==> src/ugcb_pkg.sv <==
// Shared types and constants of the UART command bridge.
// Used by the front decoder, the job queue, the back sequencer and the top level.
package ugcb_pkg;

   localparam logic [7:0] CMD_IDENT = 8'h02;
   localparam logic [7:0] CMD_READ  = 8'hb9;
   localparam logic [7:0] CMD_WRITE = 8'hba;

   localparam int IDENT_LEN = 13;
   localparam int STEP_W    = 4;

   // frame position of the front decoder
   localparam logic [1:0] CNT_IDLE = 2'd0;
   localparam logic [1:0] CNT_HIGH = 2'd1;
   localparam logic [1:0] CNT_LOW  = 2'd2;

   typedef enum logic [1:0] {
      JOB_IDENT,
      JOB_READ,
      JOB_WRITE
   } job_kind_type;

   typedef struct packed {
      job_kind_type kind;
      logic [15:0]  value;   // inverted read word or inverted write value
   } job_type;

   typedef struct packed {
      logic    empty;
      job_type head;
   } queue_status_type;

   typedef enum logic [1:0] {
      BK_IDLE,
      BK_IDENT,
      BK_READ,
      BK_WRITE
   } back_state_type;

   // identification text; position IDENT_LEN is the terminating zero
   function automatic logic [7:0] ident_char(input logic [STEP_W-1:0] pos);
      logic [7:0] ch;
      case (pos)
         4'd0:    ch = 8'h53;
         4'd1:    ch = 8'h4F;
         4'd2:    ch = 8'h33;
         4'd3:    ch = 8'h37;
         4'd4:    ch = 8'h31;
         4'd5:    ch = 8'h35;
         4'd6:    ch = 8'h2D;
         4'd7:    ch = 8'h31;
         4'd8:    ch = 8'h48;
         4'd9:    ch = 8'h2E;
         4'd10:   ch = 8'h31;
         4'd11:   ch = 8'h31;
         4'd12:   ch = 8'h30;
         default: ch = 8'h00;
      endcase
      return ch;
   endfunction

endpackage

==> src/ugcb_front.sv <==
// Front decoder: takes received bytes, tracks the write frame and turns
// commands into jobs for the queue. Depends on ugcb_pkg.
module ugcb_front (
   input  logic               clock,
   input  logic               reset,
   input  logic               in_valid,
   input  logic               in_ready,
   input  logic [7:0]         rx_byte,
   input  logic [15:0]        pins_b,
   input  logic [15:0]        pins_a,
   input  logic [15:0]        pins_e,
   output logic               push,
   output ugcb_pkg::job_type  push_job
);

   logic [1:0]  count_ff, count_in;
   logic [7:0]  data_high_ff, data_high_in;
   logic        take;
   logic [15:0] gathered;

   assign take = in_valid && in_ready;

   assign gathered = {pins_b[13:10], pins_a[7:4], pins_e[0], pins_b[9:3]};

   always_comb begin
      count_in       = count_ff;
      data_high_in   = data_high_ff;
      push           = 1'b0;
      push_job.kind  = ugcb_pkg::JOB_IDENT;
      push_job.value = 16'h0000;
      if (take) begin
         case (count_ff)
            ugcb_pkg::CNT_HIGH: begin
               data_high_in = rx_byte;
               count_in     = ugcb_pkg::CNT_LOW;
            end
            ugcb_pkg::CNT_LOW: begin
               count_in       = ugcb_pkg::CNT_IDLE;
               push           = 1'b1;
               push_job.kind  = ugcb_pkg::JOB_WRITE;
               push_job.value = ~{data_high_ff, rx_byte};
            end
            default: begin
               // idle (or the unused count code): byte is a command
               count_in = ugcb_pkg::CNT_IDLE;
               if (rx_byte == ugcb_pkg::CMD_IDENT) begin
                  push          = 1'b1;
                  push_job.kind = ugcb_pkg::JOB_IDENT;
               end else if (rx_byte == ugcb_pkg::CMD_READ) begin
                  push           = 1'b1;
                  push_job.kind  = ugcb_pkg::JOB_READ;
                  push_job.value = ~gathered;
               end else if (rx_byte == ugcb_pkg::CMD_WRITE) begin
                  count_in = ugcb_pkg::CNT_HIGH;
               end
            end
         endcase
      end
   end

   always_ff @(posedge clock) begin
      if (reset) begin
         count_ff     <= ugcb_pkg::CNT_IDLE;
         data_high_ff <= 8'h00;
      end else begin
         count_ff     <= count_in;
         data_high_ff <= data_high_in;
      end
   end

endmodule

==> src/ugcb_queue.sv <==
// Short job queue between the front decoder and the back sequencer.
// Depends on ugcb_pkg for the job type.
module ugcb_queue #(
   parameter int DEPTH = 4
) (
   input  logic                       clock,
   input  logic                       reset,
   input  logic                       push,
   input  ugcb_pkg::job_type          push_job,
   input  logic                       pop,
   output logic                       full,
   output ugcb_pkg::queue_status_type status
);

   localparam int IDX_W = (DEPTH > 1) ? $clog2(DEPTH) : 1;
   localparam int CNT_W = $clog2(DEPTH + 1);

   ugcb_pkg::job_type slot_ff [DEPTH];
   logic [IDX_W-1:0]  wr_ptr_ff, wr_ptr_in;
   logic [IDX_W-1:0]  rd_ptr_ff, rd_ptr_in;
   logic [CNT_W-1:0]  count_ff, count_in;
   logic              do_push, do_pop;

   assign full         = (count_ff == CNT_W'(DEPTH));
   assign status.empty = (count_ff == '0);
   assign status.head  = slot_ff[rd_ptr_ff];

   assign do_push = push && !full;
   assign do_pop  = pop && !status.empty;

   always_comb begin
      wr_ptr_in = wr_ptr_ff;
      rd_ptr_in = rd_ptr_ff;
      count_in  = count_ff;
      if (do_push) begin
         wr_ptr_in = (wr_ptr_ff == IDX_W'(DEPTH - 1)) ? '0 : wr_ptr_ff + IDX_W'(1);
      end
      if (do_pop) begin
         rd_ptr_in = (rd_ptr_ff == IDX_W'(DEPTH - 1)) ? '0 : rd_ptr_ff + IDX_W'(1);
      end
      if (do_push && !do_pop) begin
         count_in = count_ff + CNT_W'(1);
      end else if (do_pop && !do_push) begin
         count_in = count_ff - CNT_W'(1);
      end
   end

   always_ff @(posedge clock) begin
      if (do_push) begin
         slot_ff[wr_ptr_ff] <= push_job;
      end
   end

   always_ff @(posedge clock) begin
      if (reset) begin
         wr_ptr_ff <= '0;
         rd_ptr_ff <= '0;
         count_ff  <= '0;
      end else begin
         wr_ptr_ff <= wr_ptr_in;
         rd_ptr_ff <= rd_ptr_in;
         count_ff  <= count_in;
      end
   end

endmodule

==> src/ugcb_back.sv <==
// Back sequencer: pops jobs and emits their result transactions through
// an output register. Depends on ugcb_pkg.
module ugcb_back (
   input  logic                       clock,
   input  logic                       reset,
   input  ugcb_pkg::queue_status_type status,
   output logic                       pop,
   output logic                       out_valid,
   input  logic                       out_ready,
   output logic [7:0]                 tx_byte,
   output logic                       tx_valid,
   output logic [15:0]                port_value,
   output logic                       port_write,
   output logic                       last
);

   localparam logic [ugcb_pkg::STEP_W-1:0] IDENT_END = ugcb_pkg::STEP_W'(ugcb_pkg::IDENT_LEN);

   ugcb_pkg::back_state_type        state_ff, state_in;
   logic [ugcb_pkg::STEP_W-1:0]     step_ff, step_in;
   logic [15:0]                     value_ff, value_in;
   logic                            out_valid_ff, out_valid_in;
   logic [7:0]                      tx_byte_ff, tx_byte_in;
   logic                            tx_valid_ff, tx_valid_in;
   logic [15:0]                     port_value_ff, port_value_in;
   logic                            port_write_ff, port_write_in;
   logic                            last_ff, last_in;
   logic                            load;

   // busy, and the output slot free or being emptied this cycle
   assign load = (state_ff != ugcb_pkg::BK_IDLE) && (!out_valid_ff || out_ready);

   // next state
   always_comb begin
      state_in = state_ff;
      step_in  = step_ff;
      value_in = value_ff;
      pop      = 1'b0;
      case (state_ff)
         ugcb_pkg::BK_IDLE: begin
            if (!status.empty) begin
               pop      = 1'b1;
               step_in  = '0;
               value_in = status.head.value;
               case (status.head.kind)
                  ugcb_pkg::JOB_IDENT: state_in = ugcb_pkg::BK_IDENT;
                  ugcb_pkg::JOB_READ:  state_in = ugcb_pkg::BK_READ;
                  ugcb_pkg::JOB_WRITE: state_in = ugcb_pkg::BK_WRITE;
                  default:             state_in = ugcb_pkg::BK_IDLE;
               endcase
            end
         end
         ugcb_pkg::BK_IDENT: begin
            if (load) begin
               step_in = step_ff + ugcb_pkg::STEP_W'(1);
               if (step_ff == IDENT_END) begin
                  state_in = ugcb_pkg::BK_IDLE;
               end
            end
         end
         ugcb_pkg::BK_READ: begin
            if (load) begin
               step_in = step_ff + ugcb_pkg::STEP_W'(1);
               if (step_ff != '0) begin
                  state_in = ugcb_pkg::BK_IDLE;
               end
            end
         end
         ugcb_pkg::BK_WRITE: begin
            if (load) begin
               state_in = ugcb_pkg::BK_IDLE;
            end
         end
         default: state_in = ugcb_pkg::BK_IDLE;
      endcase
   end

   // outputs
   always_comb begin
      tx_byte_in    = tx_byte_ff;
      tx_valid_in   = tx_valid_ff;
      port_value_in = port_value_ff;
      port_write_in = port_write_ff;
      last_in       = last_ff;
      out_valid_in  = out_valid_ff && !out_ready;
      if (load) begin
         out_valid_in  = 1'b1;
         tx_byte_in    = 8'h00;
         tx_valid_in   = 1'b0;
         port_value_in = 16'h0000;
         port_write_in = 1'b0;
         last_in       = 1'b0;
         case (state_ff)
            ugcb_pkg::BK_IDENT: begin
               tx_byte_in  = ugcb_pkg::ident_char(step_ff);
               tx_valid_in = 1'b1;
               last_in     = (step_ff == IDENT_END);
            end
            ugcb_pkg::BK_READ: begin
               tx_byte_in  = (step_ff == '0) ? value_ff[15:8] : value_ff[7:0];
               tx_valid_in = 1'b1;
               last_in     = (step_ff != '0);
            end
            ugcb_pkg::BK_WRITE: begin
               port_value_in = value_ff;
               port_write_in = 1'b1;
               last_in       = 1'b1;
            end
            default: out_valid_in = 1'b0;
         endcase
      end
   end

   always_ff @(posedge clock) begin
      if (reset) begin
         state_ff     <= ugcb_pkg::BK_IDLE;
         step_ff      <= '0;
         out_valid_ff <= 1'b0;
      end else begin
         state_ff     <= state_in;
         step_ff      <= step_in;
         out_valid_ff <= out_valid_in;
      end
   end

   always_ff @(posedge clock) begin
      value_ff      <= value_in;
      tx_byte_ff    <= tx_byte_in;
      tx_valid_ff   <= tx_valid_in;
      port_value_ff <= port_value_in;
      port_write_ff <= port_write_in;
      last_ff       <= last_in;
   end

   assign out_valid  = out_valid_ff;
   assign tx_byte    = tx_byte_ff;
   assign tx_valid   = tx_valid_ff;
   assign port_value = port_value_ff;
   assign port_write = port_write_ff;
   assign last       = last_ff;

   a_one_kind: assert property (@(posedge clock) disable iff (reset)
      out_valid_ff |-> (tx_valid_ff != port_write_ff))
      else $error("result is neither or both of transmit and port write");

   a_write_is_last: assert property (@(posedge clock) disable iff (reset)
      (out_valid_ff && port_write_ff) |-> last_ff)
      else $error("port write result not marked last");

   a_ident_step: assert property (@(posedge clock) disable iff (reset)
      (state_ff == ugcb_pkg::BK_IDENT) |-> (step_ff <= IDENT_END))
      else $error("identification step past end of text");

   a_pop_starts: assert property (@(posedge clock) disable iff (reset)
      pop |=> (state_ff != ugcb_pkg::BK_IDLE))
      else $error("job popped but sequencer stayed idle");

   a_read_step: assert property (@(posedge clock) disable iff (reset)
      (state_ff == ugcb_pkg::BK_READ) |-> (step_ff <= ugcb_pkg::STEP_W'(1)))
      else $error("read reply step out of range");

endmodule

==> src/uart_gpio_command_bridge.sv <==
// Top level of the UART command bridge: front decoder, job queue, back sequencer.
// Depends on ugcb_pkg, ugcb_front, ugcb_queue and ugcb_back.
//
//  channel | dir | handshake          | contents
//  req     | in  | req_tvalid/tready  | tdata: rx_byte, pins_b, pins_a, pins_e
//  rsp     | out | rsp_tvalid/tready  | tdata: tx_byte, port_value; tuser: flags; tlast
//
// A received byte is taken every cycle while the job queue has room.
// The sequencer pops a job while idle, then emits its results in order, waiting while
// rsp is stalled: identify gives 14, read 2, write 1; other bytes produce no job.
// Reset clears the frame counter, the queue pointers, the sequencer and
// the output valid. A stalled rsp side fills the queue (QUEUE_DEPTH jobs),
// then req_tready drops.
module uart_gpio_command_bridge #(
   parameter int QUEUE_DEPTH = 4
) (
   input  logic        clock,
   input  logic        reset,
   input  logic        req_tvalid,
   output logic        req_tready,
   input  logic [55:0] req_tdata,   // rx_byte[7:0], pins_b[23:8], pins_a[39:24], pins_e[55:40]
   output logic        rsp_tvalid,
   input  logic        rsp_tready,
   output logic [23:0] rsp_tdata,   // tx_byte[7:0], port_value[23:8]
   output logic [1:0]  rsp_tuser,   // tx_valid[0], port_write[1]
   output logic        rsp_tlast
);

   logic                       push;
   ugcb_pkg::job_type          push_job;
   logic                       pop;
   logic                       full;
   ugcb_pkg::queue_status_type status;
   logic [7:0]                 tx_byte;
   logic                       tx_valid;
   logic [15:0]                port_value;
   logic                       port_write;

   assign req_tready = !full;

   ugcb_front u_front (
      .clock    (clock),
      .reset    (reset),
      .in_valid (req_tvalid),
      .in_ready (req_tready),
      .rx_byte  (req_tdata[7:0]),
      .pins_b   (req_tdata[23:8]),
      .pins_a   (req_tdata[39:24]),
      .pins_e   (req_tdata[55:40]),
      .push     (push),
      .push_job (push_job)
   );

   ugcb_queue #(
      .DEPTH (QUEUE_DEPTH)
   ) u_queue (
      .clock    (clock),
      .reset    (reset),
      .push     (push),
      .push_job (push_job),
      .pop      (pop),
      .full     (full),
      .status   (status)
   );

   ugcb_back u_back (
      .clock      (clock),
      .reset      (reset),
      .status     (status),
      .pop        (pop),
      .out_valid  (rsp_tvalid),
      .out_ready  (rsp_tready),
      .tx_byte    (tx_byte),
      .tx_valid   (tx_valid),
      .port_value (port_value),
      .port_write (port_write),
      .last       (rsp_tlast)
   );

   assign rsp_tdata = {port_value, tx_byte};
   assign rsp_tuser = {port_write, tx_valid};

endmodule

==> config.mk <==
export PLATFORM = sky130hd
export DESIGN_NAME = uart_gpio_command_bridge
export DESIGN_NICKNAME = d
export VERILOG_FILES = /design/src/ugcb_pkg.sv /design/src/ugcb_front.sv /design/src/ugcb_queue.sv /design/src/ugcb_back.sv /design/src/uart_gpio_command_bridge.sv
export SDC_FILE = /design/constraint.sdc
export NUM_CORES = 1
export LEC_CHECK = 0
export BUFFER_PORTS_ARGS = -buffer_cell sky130_fd_sc_hd__buf_4
export CAP_MARGIN = 0
export CORE_MARGIN = 2
export CORE_UTILIZATION = 57
export CTS_CLUSTER_DIAMETER = 50
export CTS_CLUSTER_SIZE = 25
export DETAILED_ROUTE_END_ITERATION = 10
export PLACE_DENSITY = 0.79
export REMOVE_ABC_BUFFERS = 1
export SYNTH_ARGS = -nofsm -noshare
export SYNTH_HDL_FRONTEND = slang
export SYNTH_SLANG_ARGS = --single-unit
export TNS_END_PERCENT = 5
==> constraint.sdc <==
create_clock -name clock -period 4.1 [get_ports clock]
set_input_delay 0.41 -clock clock [delete_from_list [all_inputs] [get_ports clock]]
set_output_delay 0.41 -clock clock [all_outputs]
set_load 0.005 [all_outputs]
-- Yosys cells after proc, flatten, opt, wreduce, memory -nomap -nowiden
Memory sizes are Yosys's and may differ from the RTL's. A register that Yosys moved wholly into a read port is not among the register bits.
Cells that the tools add are included.
- output and inout port bits: 29
- memory bits (read-only): 112
- flip-flop bits (word level): 67
- memories kept: 2
- memory bits (writable): 72
- logic and storage cells: 116
- memories (name ; words ; width ; read ports ; clocked after memory_dff ; write ports ; RTL line ; source):
    (no name shown) ; 16 ; 7 ; 1 ; 1 ; 0 ; ugcb_pkg.sv:43 ; case (pos)
    u_queue.slot_ff ; 4 ; 18 ; 1 ; 1 ; 1 ; ugcb_queue.sv:18 ; ugcb_pkg::job_type slot_ff [DEPTH];
- multiplexer cells: 43
- bitwise gates (word level): 3
- equality and inequality tests: 21
- reduce and logical (&&, ||, !) cells: 28
- add/subtract/negate cells: 5
- operators with widths (cell ; number):
    $pmux W18 S2 ; 1
    $not A16 Y16 ; 2
    $mux W2 ; 11
    $mux W18 ; 1
    $mux W17 ; 1
    $eq A8 B8 Y1 const B ; 2
    $mux W16 ; 1
    $mux W4 ; 4
    $pmux W8 S2 ; 1
    $mux W1 ; 14
    $eq A2 B2 Y1 const B ; 6
    $ne A2 B1 Y1 const B ; 6
    $eq A8 B2 Y1 const B ; 1
    $mux W8 ; 1
    $pmux W2 S4 ; 1
    $pmux W4 S2 ; 1
    $logic_and A1 B1 Y1 ; 7
    $eq A2 B1 Y1 const B ; 3
    $logic_not A1 Y1 ; 6
    $mux W3 ; 2
    $pmux W2 S3 ; 1
    $reduce_and A6 Y1 ; 1
    $reduce_bool A2 Y1 ; 3
    $add A2 B1 Y2 const B ; 2
    other kinds (19) ; 21

-- Logic depth before layout (Yosys ltp)
Gate-level depths: netlist of run 1.
- depth after elaboration: 10
- gate-level depth with buffers: 12

-- Cells and area by module
A second synthesis of run 1 with hierarchy kept.
- cell total of the unflattened synthesis: 414
- area, all modules: 6321.1 sq um
- by module, submodules not included (module ; cells an instance ; area each (sq um) ; instances ; sequential area each (sq um)):
    ugcb_queue ; 144 ; 3099.2 ; 1 ; 2342.2
    ugcb_back ; 189 ; 2536.2 ; 1 ; 1571.5
    ugcb_front ; 78 ; 666.9 ; 1 ; 200.2
    uart_gpio_command_bridge ; 3 ; 18.8 ; 1 ; 0.0

-- Worst setup path before layout of run 1
OpenSTA, ideal clock, no wires.
- kind: flip-flop to flip-flop
- from: register u_back.state_ff[0]
- to: register with a tool-made name
- slack: 1.138 ns
- required time: 4.028 ns
- arrival time: 2.891 ns
- path buffers: 1
- stages on the path, launching flop included: 12
- clock period less this slack: 2.962 ns
- cells stage by stage: dfxtp_1 > inv_1 > ha_1 > buf_2 > nor2_2 > o21ai_0 > a32oi_2 > inv_1 > ha_1 > inv_1 > mux2i_1 > mux2i_1
- RTL lines (what ; RTL line ; source):
    start: declaration ; ugcb_back.sv:19 ; ugcb_pkg::back_state_type state_ff, state_in;
    start signal: assignment ; ugcb_back.sv:116 ; state_ff <= ugcb_pkg::BK_IDLE;
    start signal: assignment ; ugcb_back.sv:120 ; state_ff <= state_in;

-- Worst setup path after layout of run 1
- from: register u_queue.count_ff[0]
- to: register u_queue.count_ff[2]
- word-level cells in the longest chain between the ends: 8
- elaborated cells between the ends (all ways): 19
- ends and longest elaborated chain (what ; RTL line ; source):
    start: declaration ; ugcb_queue.sv:21 ; logic [CNT_W-1:0] count_ff, count_in;
    start signal: assignment ; ugcb_queue.sv:62 ; count_ff <= count_in;
    $eq A3 B3 Y1 ; ugcb_queue.sv:24 ; assign full = (count_ff == CNT_W'(DEPTH));
    $logic_not A1 Y1 ; ugcb_queue.sv:28, uart_gpio_command_bridge.sv:39 ;
    $logic_and A1 B1 Y1 ; ugcb_front.sv:21 ; assign take = in_valid && in_ready;
    $mux W1 ; ugcb_front.sv:31 ; if (take) begin
    $logic_and A1 B1 Y1 ; ugcb_queue.sv:28 ; assign do_push = push && !full;
    $logic_not A1 Y1 ; ugcb_queue.sv:43 ; end else if (do_pop && !do_push) begin
    $logic_and A1 B1 Y1 ; ugcb_queue.sv:43 ;
    $reduce_bool A2 Y1 (no source line) ; - ;
Parallel ways exist; a longest one is shown, timed or not. The select of a mux whose other input is x is not followed.
A chain may end at the register's enable or synchronous reset.

==> summary.md, run 1 <==
| Metric | Value |
|---|---|
| Status | `finished, final reports clean` |
| Final Hold Viols | `0` |
| Final net count | `539` |
| Worst Max-Slew Pin Slew | `0.9613 ns` |
| Total Routing Usage GR | `roughly 22%` |
| Placed cell count | `around 570` |
| Main flop type after synthesis | `edfxtp_1` |
| Width of the die | `approximately 110 µm` |
| Post-synthesis sequential area ratio | `between 60% and 70%` |
| Reg-to-reg slack, setup | `1.35 ns` |
| Area Growth Syn to Fin | `18.08%` |
| Worst hold path class | `in2reg` |
| Largest net degree at the start of global routing | `28` |
| Initial core utilization | `58.73%` |
| Post-route clock period utilization | `67.00%` |
| Port buffer count | `56` |
| Worst relative slew slack | `35.91%` |
| #FFs+latches synth | `~150` |
| Hold Crit Endpoint | `u_front.data_high_ff[2]` |
| Via Count | `around 3,600` |
| Synth Cell Area | `6063 µm²` |
| Placed inst area | `6565 µm²` |
| Lkg Pwr | `roughly 2.7 nW` |
| Commonest non-fill, non-tap cell in the layout | `edfxtp_1` |
| Place WS | `1.385 ns` |
| Data required, critical path | `4.55 ns` |
| R2R cell count | `10` |
| Total iterations of the first detailed-routing run | `6` |
| # setup viols final | `0` |
| Clock skew | `between 0.01 and 0.015 ns` |
| Avg Cell Area, Syn | `15.12 µm²` |
| Power per Cell Area | `622.5 nW/µm²` |
| Initial antenna violation count | `0` |
| Setup CP Type | `reg2reg` |
| Final WS setup | `1.353 ns` |
| Worst VDD drop | `around 0.27 mV` |
| DIE AREA | `11,480 µm²` |
| Die height | `107.1 µm` |
| Worst-path clk slew | `0.07 ns` |
| WL/cell | `18.89 µm` |
| Unrepaired setup endpoints after global routing | `no` |
| Clock Latency Late Sink | `between 0.5 and 0.6 ns` |
| Cell taking the most area after synthesis | `edfxtp_1` |
| Max Cap Viol | `0` |
| Syn Inst Count | `401` |
| Initial drt markers | `240` |
| Reg-to-Reg End | `u_queue.count_ff[2]` |
| Warnings from Yosys | `0` |
| Hold_buf cts | `0` |
| TritonCTS buffer count | `17` |
| Post-route ant nets | `0` |
| Arr. time, crit path | `3.19 ns` |
| CTS sink count | `between 100 and 150` |
| DR vias/cell | `between 5 and 6` |
| Rows | `37` |
| Crit path max fanout | `10` |
| CTS tree | `done` |
| Clock buffer depth | `2` |
| Core area | `10,320 µm²` |
| Fmax | `364.0 MHz` |
| Setup TNS | `0 ns` |
| Vias in the first global route | `3,521` |
| Setup crit end kind | `flip-flop` |
| Fillers | `680` |
| Number of cells in the finished layout apart from fillers | `around 610` |
| Critical R2R Launch | `u_queue.count_ff[0]` |
| Post-CTS setup buffers | `0` |
| Top cell type's share of synthesized area | `56.95%` |
| Area of the multi-input gates | `1774 µm²` |
| Global-route wire length before repair | `18.34 mm` |
| Post-CTS sizing | `0` |
| Most frequent cells in the layout | `115 x edfxtp_1, 58 x buf_4, 33 x dfxtp_1` |
| Count of different cell masters after synthesis | `48` |
| H-Tree Level Count | `4` |
| I/O pins | `89` |
| EDFF count, synth | `115` |
| Post-DP HPWL | `7.099 mm` |
| Ys async rst share | `0%` |
| CTS root buffer | `clkbuf_8` |
| Synth area leaders | `edfxtp_1 57%, dfxtp_1 11%, mux4_2 6.7%, ha_1 4.3%, and2_1 2.3%` |
| Share of cells above drive strength 1 | `around a quarter` |
| Startpoint Class | `flip-flop` |
| Diode count | `0` |
| Reg area | `about 4100 µm²` |
| Design area | `7159 µm²` |
| Hold Path Origin | `req_tdata[2]` |
| Hold depth | `3` |
| Final Max Tran Viols | `0` |
| Final GP Congestion | `0.8315` |
| Remaining DRCs | `0` |
| Fin crit period | `2.747 ns` |
| Overflow after GRT | `0` |
| Post-Route WL | `11.45 mm` |
## sequential cells by signal, summed over array words and instances (netlist names), named ones only
name / flops
u_back.last: 1
u_back.out_valid: 1
u_back.port_value: 16
u_back.port_write: 1
u_back.state_ff: 2
u_back.step_ff: 4
u_back.tx_byte: 8
u_back.tx_valid: 1
u_back.value_ff: 16
u_front.count_ff: 2
u_front.data_high_ff: 8
u_queue.count_ff: 3
u_queue.rd_ptr_ff: 2
u_queue.slot_ff: 72
u_queue.wr_ptr_ff: 2
## where the power goes
part	internal, mW	switching (mW)
clock	0.896	0.650
sequential	1.91	0.138
combinational	0.371	0.496
total	3.17	1.28
## worst max-delay path, cell delays in order, from the launching register on
cell     delay (ns)
dfxtp_1        0.47
nor2_1         0.08
nand2_1        0.15
and2_1         0.35
o221a_2        0.35
ha_1           0.20
inv_1          0.06
fa_1           0.38
xor2_1         0.18
or3_1          0.31
a21oi_1        0.14
## Yosys cell counts (all sizes together) (3+ instances only)
library cell,instances
mux4,18
nand2b,4
xor2,3
clkbuf,11
nor3,5
nor2,27
nand3,11
buf,10
edfxtp,115
nor2b,5
mux2i,9
and3,3
and2,22
o22ai,17
dfxtp,33
ha,21
a222oi,7
o21ai,4
nor3b,3
inv,18
a21oi,15
a32o,3
nand2,15
## worst max path at each step
stage | start | to | slack, ns
floorplan | u_back.state_ff[0] | flip-flop | 1.15
global route | u_queue.count_ff[0] | u_queue.count_ff[2] | 1.17
finish | u_queue.count_ff[0] | u_queue.count_ff[2] | 1.35
detailed placement | u_queue.count_ff[0] | u_queue.count_ff[2] | 1.39
CTS | u_queue.count_ff[0] | u_queue.count_ff[2] | 1.35
global placement | req_tdata[3] | u_queue.count_ff[2] | 1.46
## layer usage
metal  up-vias  GRT usage [%]  routed length (µm)
li1       1647              -                   -
met1      1754          27.38                4688
met2       132          37.30                5936
met3        18          5.653                 667
met4         0          6.679                 156
met5         -              0                   0
## layout make-up
cell class | count | share of cell area [%]
inverters | 19 | 0.9962
flip-flops and latches | 148 | 57.46
clock inverters | 15 | 2.517
multi-input cells | 213 | 24.78
well taps | 136 | 2.377
clock buffers | 17 | 5.785
repair buffers | 58 | 6.082
## cells by family (layout without fill, tap and decap cells)
logic type | after synthesis | in the layout | synth area share (%)
adder cells (fa/ha/maj) | 22 | 22 | 4.664
buffers and inverters | 40 | 109 | 2.889
flip-flops | 148 | 148 | 67.85
AO/OA/AOI/OAI | 57 | 57 | 6.707
XOR/XNOR | 3 | 3 | 0.4334
AND/OR/NAND/NOR | 102 | 102 | 8.915
multiplexers | 29 | 29 | 8.543
## through the flow
step / hold slack [ns] / power [mW] / utilization (%)
after CTS: 0.1578 / 4.480 / 69.35
final: 0.1924 / 4.457 / 69.35
after detailed placement: 0.4468 / 2.923 / 63.59
after global routing: 0.1874 / 4.653 / 69.35
after global placement: 0.4415 / 2.882 / 63.59
after floorplan: 0.4305 / 2.578 / -
Note: power is estimated with default switching activity, not from simulation.
==> run 2, diff against run 1 <==
- clock period: 4.1 -> 2.6 ns (I/O delays scaled with it)
==> run 2 against run 1 <==
Largest cell class unchanged; design area increased by 1.5%; maximum frequency increased by 16%; die area unchanged; critical path depth unchanged; worst setup slack got worse by 1.1 ns; clock power increased by 57%; highest routed layer unchanged; clock skew increased by 0.00052 ns.
==> summary.md, run 2 (same netlist as run 1, synthesis figures left out) <==
| Metric | Value |
|---|---|
| Met2 WL post-DR | `5.989 mm (+0.89%)` |
| CP max stage cell | `dfxtp_1` |
| Port buffer count | `56 (unchanged)` |
| WL/cell | `18.63 µm (-1.4%)` |
| Final Max Tran Viols | `0 (unchanged)` |
| Fin crit period | `2.371 ns (-0.3759 ns)` |
| Final Hold Viols | `0 (unchanged)` |
| Worst hold path class | `in2reg` |
| Die height | `107.1 µm (unchanged)` |
| H-Tree Level Count | `4 (unchanged)` |
| Initial drt markers | `223 (-7.1%)` |
| Share of cells above drive strength 1 | `26.09% (+1.6 points)` |
| Worst VDD drop | `0.4680 mV (+75%)` |
| # setup viols final | `0 (unchanged)` |
| Startpoint Class | `flip-flop` |
| Width of the die | `107.1 µm (unchanged)` |
| Post-route ant nets | `0 (unchanged)` |
| DIE AREA | `11,480 µm² (unchanged)` |
| Final net count | `552 (+2.4%)` |
| Biggest register | `u_queue.slot_ff` |
| CTS tree | `done` |
| Worst Max-Slew Pin Slew | `0.7787 ns (-0.1826 ns)` |
| Initial antenna violation count | `0 (unchanged)` |
| Core area | `10,320 µm² (unchanged)` |
| Reg-to-reg slack, setup | `0.23 ns (-1.12 ns)` |
| Worst relative slew slack | `47.98% (+12 points)` |
| Post-DP HPWL | `7.311 mm (+3.0%)` |
| Via Count | `3,546 (-0.14%)` |
| Initial core utilization | `58.73% (unchanged)` |
| Most frequent cells in the layout | `115 x edfxtp_1, 71 x buf_4, 33 x dfxtp_1` |
| Crit path max fanout | `4 (-6)` |
| Remaining DRCs | `0 (unchanged)` |
| Worst path top cell family by delay | `simple AND/OR/NAND/NOR gates` |
| Setup TNS | `0 ns (unchanged)` |
| CTS sink count | `148 (unchanged)` |
| Power per Cell Area | `973.9 nW/µm² (+56%)` |
| Reg-to-Reg End | `u_queue.count_ff[2]` |
| Largest net degree at the start of global routing | `28 (unchanged)` |
| Max Used Layer | `met4` |
| Total Routing Usage GR | `21.49% (-0.31 points)` |
| Worst-path clk slew | `0.07 ns (about the same)` |
| Critical R2R Launch | `u_queue.count_ff[0]` |
| Post-Route WL | `11.53 mm (+0.75%)` |
| Post-route clock period utilization | `91.20% (+24 points)` |
| TritonCTS buffer count | `17 (unchanged)` |
| Setup CP Type | `reg2reg` |
| Post-CTS setup buffers | `0 (unchanged)` |
| Max FFs per register | `72 (unchanged)` |
| Vias in the first global route | `3,579 (+1.6%)` |
| Met3 routed WL | `585 µm (-12%)` |
| Hold_buf cts | `0 (unchanged)` |
| Place WS | `0.1754 ns (-1.210 ns)` |
| Setup crit end kind | `flip-flop` |
| CTS root buffer | `clkbuf_8` |
| Lkg Pwr | `2.784 nW (+1.9%)` |
| I/O pins | `89 (unchanged)` |
| Overflow after GRT | `0 (unchanged)` |
| Clock Latency Late Sink | `0.52 ns (about the same)` |
| R2R cell count | `10 (unchanged)` |
| Diode count | `0 (unchanged)` |
| Max Cap Viol | `0 (unchanged)` |
| CP startpoint | `u_queue.count_ff[0]` |
| Rows | `37 (unchanged)` |
| Crit-path cells | `nor2_1, nand2_1, and2_1, o221a_2, ha_1, inv_1, fa_1, xor2_1, or3_1, a21oi_1` |
| DR vias/cell | `5.729 (-2.2%)` |
| Status | `finished, final reports clean` |
| Global-route wire length before repair | `18.06 mm (-1.5%)` |
| Clock buffer depth | `2 (unchanged)` |
| Data required, critical path | `3.06 ns (-1.49 ns)` |
| Commonest non-fill, non-tap cell in the layout | `edfxtp_1` |
| Fmax | `421.7 MHz (+16%)` |
| Tot Pwr | `7.075 mW (+59%)` |
| Crit path buffers/inverters | `1 (unchanged)` |
| Total iterations of the first detailed-routing run | `5 (-1)` |
| Crit-path max cell delay | `0.47 ns (about the same)` |
| Crit path to | `u_queue.count_ff[2]` |
| Clock skew | `0.01277 ns (+0.0005221 ns)` |
| Arr. time, crit path | `2.83 ns (-0.36 ns)` |
| Area Growth Syn to Fin | `19.81%` |
| Final WS setup | `0.2289 ns (-1.124 ns)` |
| Final GP Congestion | `0.8206 (-1.3%)` |
| Unrepaired setup endpoints after global routing | `no` |
| Met1 wire length | `4.786 mm (+2.1%)` |
| WP depth | `10 (unchanged)` |
## run 2: cell types whose count changed in the layout (fill, tap and decap cells not counted), moves of 2 or more
cell	previous run	this run
buf_4	58	71
inv_8	4	0
clkbuf_1	0	2
clkinvlp_4	0	2
## run 2: area by class of cell
cell class / count / area (µm²)
multi-input combinational: 213 / 1784
clock inverter: 13 / 170.2
clock buffer: 19 / 421.7
tap: 136 / 170.2
timing repair buffer: 71 / 533.0
inverter: 19 / 71.32
sequential: 148 / 4114
fill: 644 / 3059
## run 2: worst min-delay path, delay by kind of cell
| kind | cells | cell delay [ns] |
|---|---|---|
| AO/OA/AOI/OAI | 1 | 0.06 |
| buffers and inverters | 1 | 0.12 |
| AND/OR/NAND/NOR | 1 | 0.07 |
## run 2: stage by stage
stage               cell area (µm²)  std cells  util, %  hold WS [ns]
floorplan                      5959        380        -        0.3291
global placement               6663        587    64.54        0.4430
detailed placement             6663        587    64.54        0.4499
CTS                            7254        619    70.27       0.01521
global route                   7264        619    70.37       0.04455
finish                         7264        619    70.37       0.03404
## run 2: report_power, final
| group | switching, mW | internal, mW |
|---|---|---|
| combinational | 0.813 | 0.627 |
| clock | 0.952 | 1.48 |
| sequential | 0.198 | 3.01 |
## run 2: how the worst min path moves through the flow
stage,cells after the start,slack (ns),startpoint,end
detailed placement,2,0.45,u_front.data_high_ff[1],u_front.data_high_ff[1]
CTS,3,0.02,req_tdata[2],u_front.data_high_ff[2]
floorplan,1,0.33,reset,u_back.state_ff[0]
global placement,2,0.44,u_front.data_high_ff[2],u_front.data_high_ff[2]
global route,3,0.04,req_tdata[1],u_front.data_high_ff[1]
finish,3,0.03,req_tdata[2],u_front.data_high_ff[2]
## run 2: routing by layer
layer | GRT usage (%) | up-vias
li1 | - | 1662
met1 | 26.75 | 1741
met2 | 36.17 | 127
met3 | 5.167 | 16
met4 | 8.905 | 0
met5 | 0 | -
## run 2: what timing repair did
| item | 4_1_cts | 5_1_grt |
|---|---|---|
| gates resized for setup | 0 | 3 |
| setup endpoints to repair | 0 | 2 |
| hold endpoints to repair | 0 | 0 |
==> run 3, diff against run 2 <==
- CORE_MARGIN: 2 -> default
==> run 3 against run 2 <==
Non-clock buffer count unchanged; core utilization up 0.35 points; clock skew down 0.0026 ns; combinational power about the same; wire length down 0.11%; sequential share of layout area down 0.28 points; worst setup slack worse by 0.053 ns; total power up 1.8%; register-to-register slack worse by 0.05 ns; critical path depth down 1; critical path type unchanged; highest routed layer unchanged.
==> summary.md, run 3 (same netlist as run 1, synthesis figures left out) <==
| Metric | Value |
|---|---|
| WL/cell | `18.61 µm (-0.11%)` |
| Sequential share of power | `44.5% (-0.8 points)` |
| Fin crit period | `2.425 ns (+0.05340 ns)` |
| Placed inst area | `6640 µm² (-0.34%)` |
| Final GP Congestion | `0.8438 (+2.8%)` |
| Worst hold path class | `in2reg` |
| Total Routing Usage GR | `22.12% (+0.63 points)` |
| Initial core utilization | `58.73% (unchanged)` |
| Global-route wire length before repair | `18.33 mm (+1.5%)` |
| Initial drt markers | `245 (+9.9%)` |
| I/O pins | `89 (unchanged)` |
| Worst VDD drop | `0.6394 mV (+37%)` |
| Via Count | `3,551 (+0.14%)` |
| Clock Latency Late Sink | `0.51 ns (about the same)` |
| Initial antenna violation count | `0 (unchanged)` |
| Design area | `7301 µm² (+0.50%)` |
| CP max stage cell | `dfxtp_1` |
| # setup viols final | `0 (unchanged)` |
| Max FFs per register | `72 (unchanged)` |
| Crit-path max cell delay | `0.38 ns (-0.09 ns)` |
| Fillers | `641 (-0.47%)` |
| CP startpoint | `u_back.state_ff[0]` |
| CTS root buffer | `clkbuf_8` |
| Remaining DRCs | `0 (unchanged)` |
| Commonest non-fill, non-tap cell in the layout | `edfxtp_1` |
| Reg-to-reg slack, setup | `0.18 ns (-0.05 ns)` |
| Final Hold Viols | `0 (unchanged)` |
| Post-route clock period utilization | `93.25% (+2.1 points)` |
| Total iterations of the first detailed-routing run | `5 (unchanged)` |
| Area Growth Syn to Fin | `20.41%` |
| Die height | `105.1 µm (-1.9%)` |
| Share of cells above drive strength 1 | `26.50% (+0.41 points)` |
| R2R cell count | `9 (-1)` |
| Post-DP HPWL | `7.229 mm (-1.1%)` |
| TritonCTS buffer count | `17 (unchanged)` |
| Fmax | `412.5 MHz (-2.2%)` |
| Worst relative slew slack | `49.29% (+1.3 points)` |
| Crit-path cells | `inv_1, ha_2, clkinv_1, o21ai_1, a32o_1, inv_1, ha_1, mux2_1, mux2i_1` |
| Switching Share | `27.61% (-0.14 points)` |
| Unrepaired setup endpoints after global routing | `no` |
| Worst Max-Slew Pin Slew | `0.7590 ns (-0.01966 ns)` |
| Setup CP Type | `reg2reg` |
| Arr. time, crit path | `2.86 ns (+0.03 ns)` |
| Diode count | `0 (unchanged)` |
| Startpoint Class | `flip-flop` |
| Hold slack final | `0.04906 ns (+0.01502 ns)` |
| Data required, critical path | `3.03 ns (-0.03 ns)` |
| Port buffer count | `56 (unchanged)` |
| CTS tree | `done` |
| Width of the die | `105.1 µm (-1.9%)` |
| Critical R2R Launch | `u_back.state_ff[0]` |
| Core area | `10,320 µm² (unchanged)` |
| Clock buffer depth | `2 (unchanged)` |
| Post-route ant nets | `0 (unchanged)` |
| Final Max Tran Viols | `0 (unchanged)` |
| Rows | `37 (unchanged)` |
| Setup crit end kind | `flip-flop` |
| Max Cap Viol | `0 (unchanged)` |
| CTS sink count | `148 (unchanged)` |
| Clock skew | `0.01019 ns (-0.002584 ns)` |
| Worst-path clk slew | `0.06 ns (about the same)` |
| Clock share of power | `35.3% (+0.9 points)` |
| Post-Route WL | `11.52 mm (-0.11%)` |
| Overflow after GRT | `0 (unchanged)` |
| Cell repeated most along the worst path | `inv_1` |
| Largest net degree at the start of global routing | `28 (unchanged)` |
| Most frequent cells in the layout | `115 x edfxtp_1, 71 x buf_4, 33 x dfxtp_1` |
| Crit path max fanout | `5 (+1)` |
| DIE AREA | `11,050 µm² (-3.7%)` |
| Power per Cell Area | `986.4 nW/µm² (+1.3%)` |
| Status | `finished, final reports clean` |
| H-Tree Level Count | `4 (unchanged)` |
| Combinational share of power | `20.2% (-0.2 points)` |
| Int Pwr | `5.213 mW (+2.0%)` |
| DR vias/cell | `5.737 (+0.14%)` |
| Lkg Pwr | `2.797 nW (+0.45%)` |
| Net Sw Power | `1.988 mW (+1.3%)` |
| Final net count | `552 (unchanged)` |
| Vias in the first global route | `3,582 (+0.084%)` |
| Biggest register | `u_queue.slot_ff` |
==> run 3: timing repair <==
item / in CTS / in global routing
pin swaps: 1 / 1
resized for setup: 0 / 4
hold buffers: 0 / 0
buffers inserted: 0 / 3
endpoints found under the setup margin: 1 / 6
==> run 3: per-stage QoR <==
stage / TNS [ns] / utilization [%] / power [mW] / setup slack, ns / std cells
3_5_place_dp: 0 / 64.32 / 4.635 / 0.1260 / 584
5_1_grt: 0 / 70.72 / 7.505 / 0.04577 / 619
6_report: 0 / 70.72 / 7.202 / 0.1755 / 619
2_1_floorplan: -1.643 / - / 4.065 / -0.3485 / 380
3_3_place_gp: 0 / 64.32 / 4.575 / 0.1971 / 584
4_1_cts: 0 / 70.29 / 7.177 / 0.005091 / 616
==> run 3: worst min-delay path by stage <==
stage	start	endpoint	slack [ns]	cells past startpoint
after detailed placement	u_front.data_high_ff[2]	u_front.data_high_ff[2]	0.45	2
after global placement	u_front.data_high_ff[2]	u_front.data_high_ff[2]	0.44	2
after floorplan	reset	u_back.state_ff[0]	0.33	1
final	req_tdata[2]	u_front.data_high_ff[2]	0.05	3
after CTS	req_tdata[2]	u_front.data_high_ff[2]	0.03	3
after global routing	req_tdata[0]	u_front.data_high_ff[0]	0.04	3
==> run 3: power by group through the flow <==
stage / sequential [mW] / clock, mW / combinational [mW]
finish: 3.20 / 2.54 / 1.45
global route: 3.24 / 2.67 / 1.60
CTS: 3.21 / 2.56 / 1.41
detailed placement: 3.25 / 0 / 1.38
global placement: 3.23 / 0 / 1.34
floorplan: 3.26 / 0 / 0.806
==> run 3: worst max-delay path: cells and delay by family, from the launching register on <==
kind	cells	cell delay, ns
DFF	1	0.38
buffers and inverters	3	0.33
AOI/OAI and AO/OA	2	0.61
muxes	2	0.44
adders and majority gates	2	0.57
==> run 3: area by class of cell <==
type	count	area (µm²)	share of cell area, %
Clock buffer	18	417.9	5.724
Clock inverter	14	198.9	2.725
Inverter	19	71.32	0.9769
Multi-Input combinational cell	213	1795	24.59
Sequential cell	148	4114	56.35
Tap cell	136	170.2	2.331
Timing Repair Buffer	71	533.0	7.301
==> run 3: routing by layer <==
layer  up-vias  global-route usage, %  part of all wire (%)
met5         -                      0                     0
met2       133                  39.45                    52
met4         0                  4.930                   1.1
met3        18                  5.614                   5.1
li1       1664                      -                     -
met1      1736                  27.12                    41
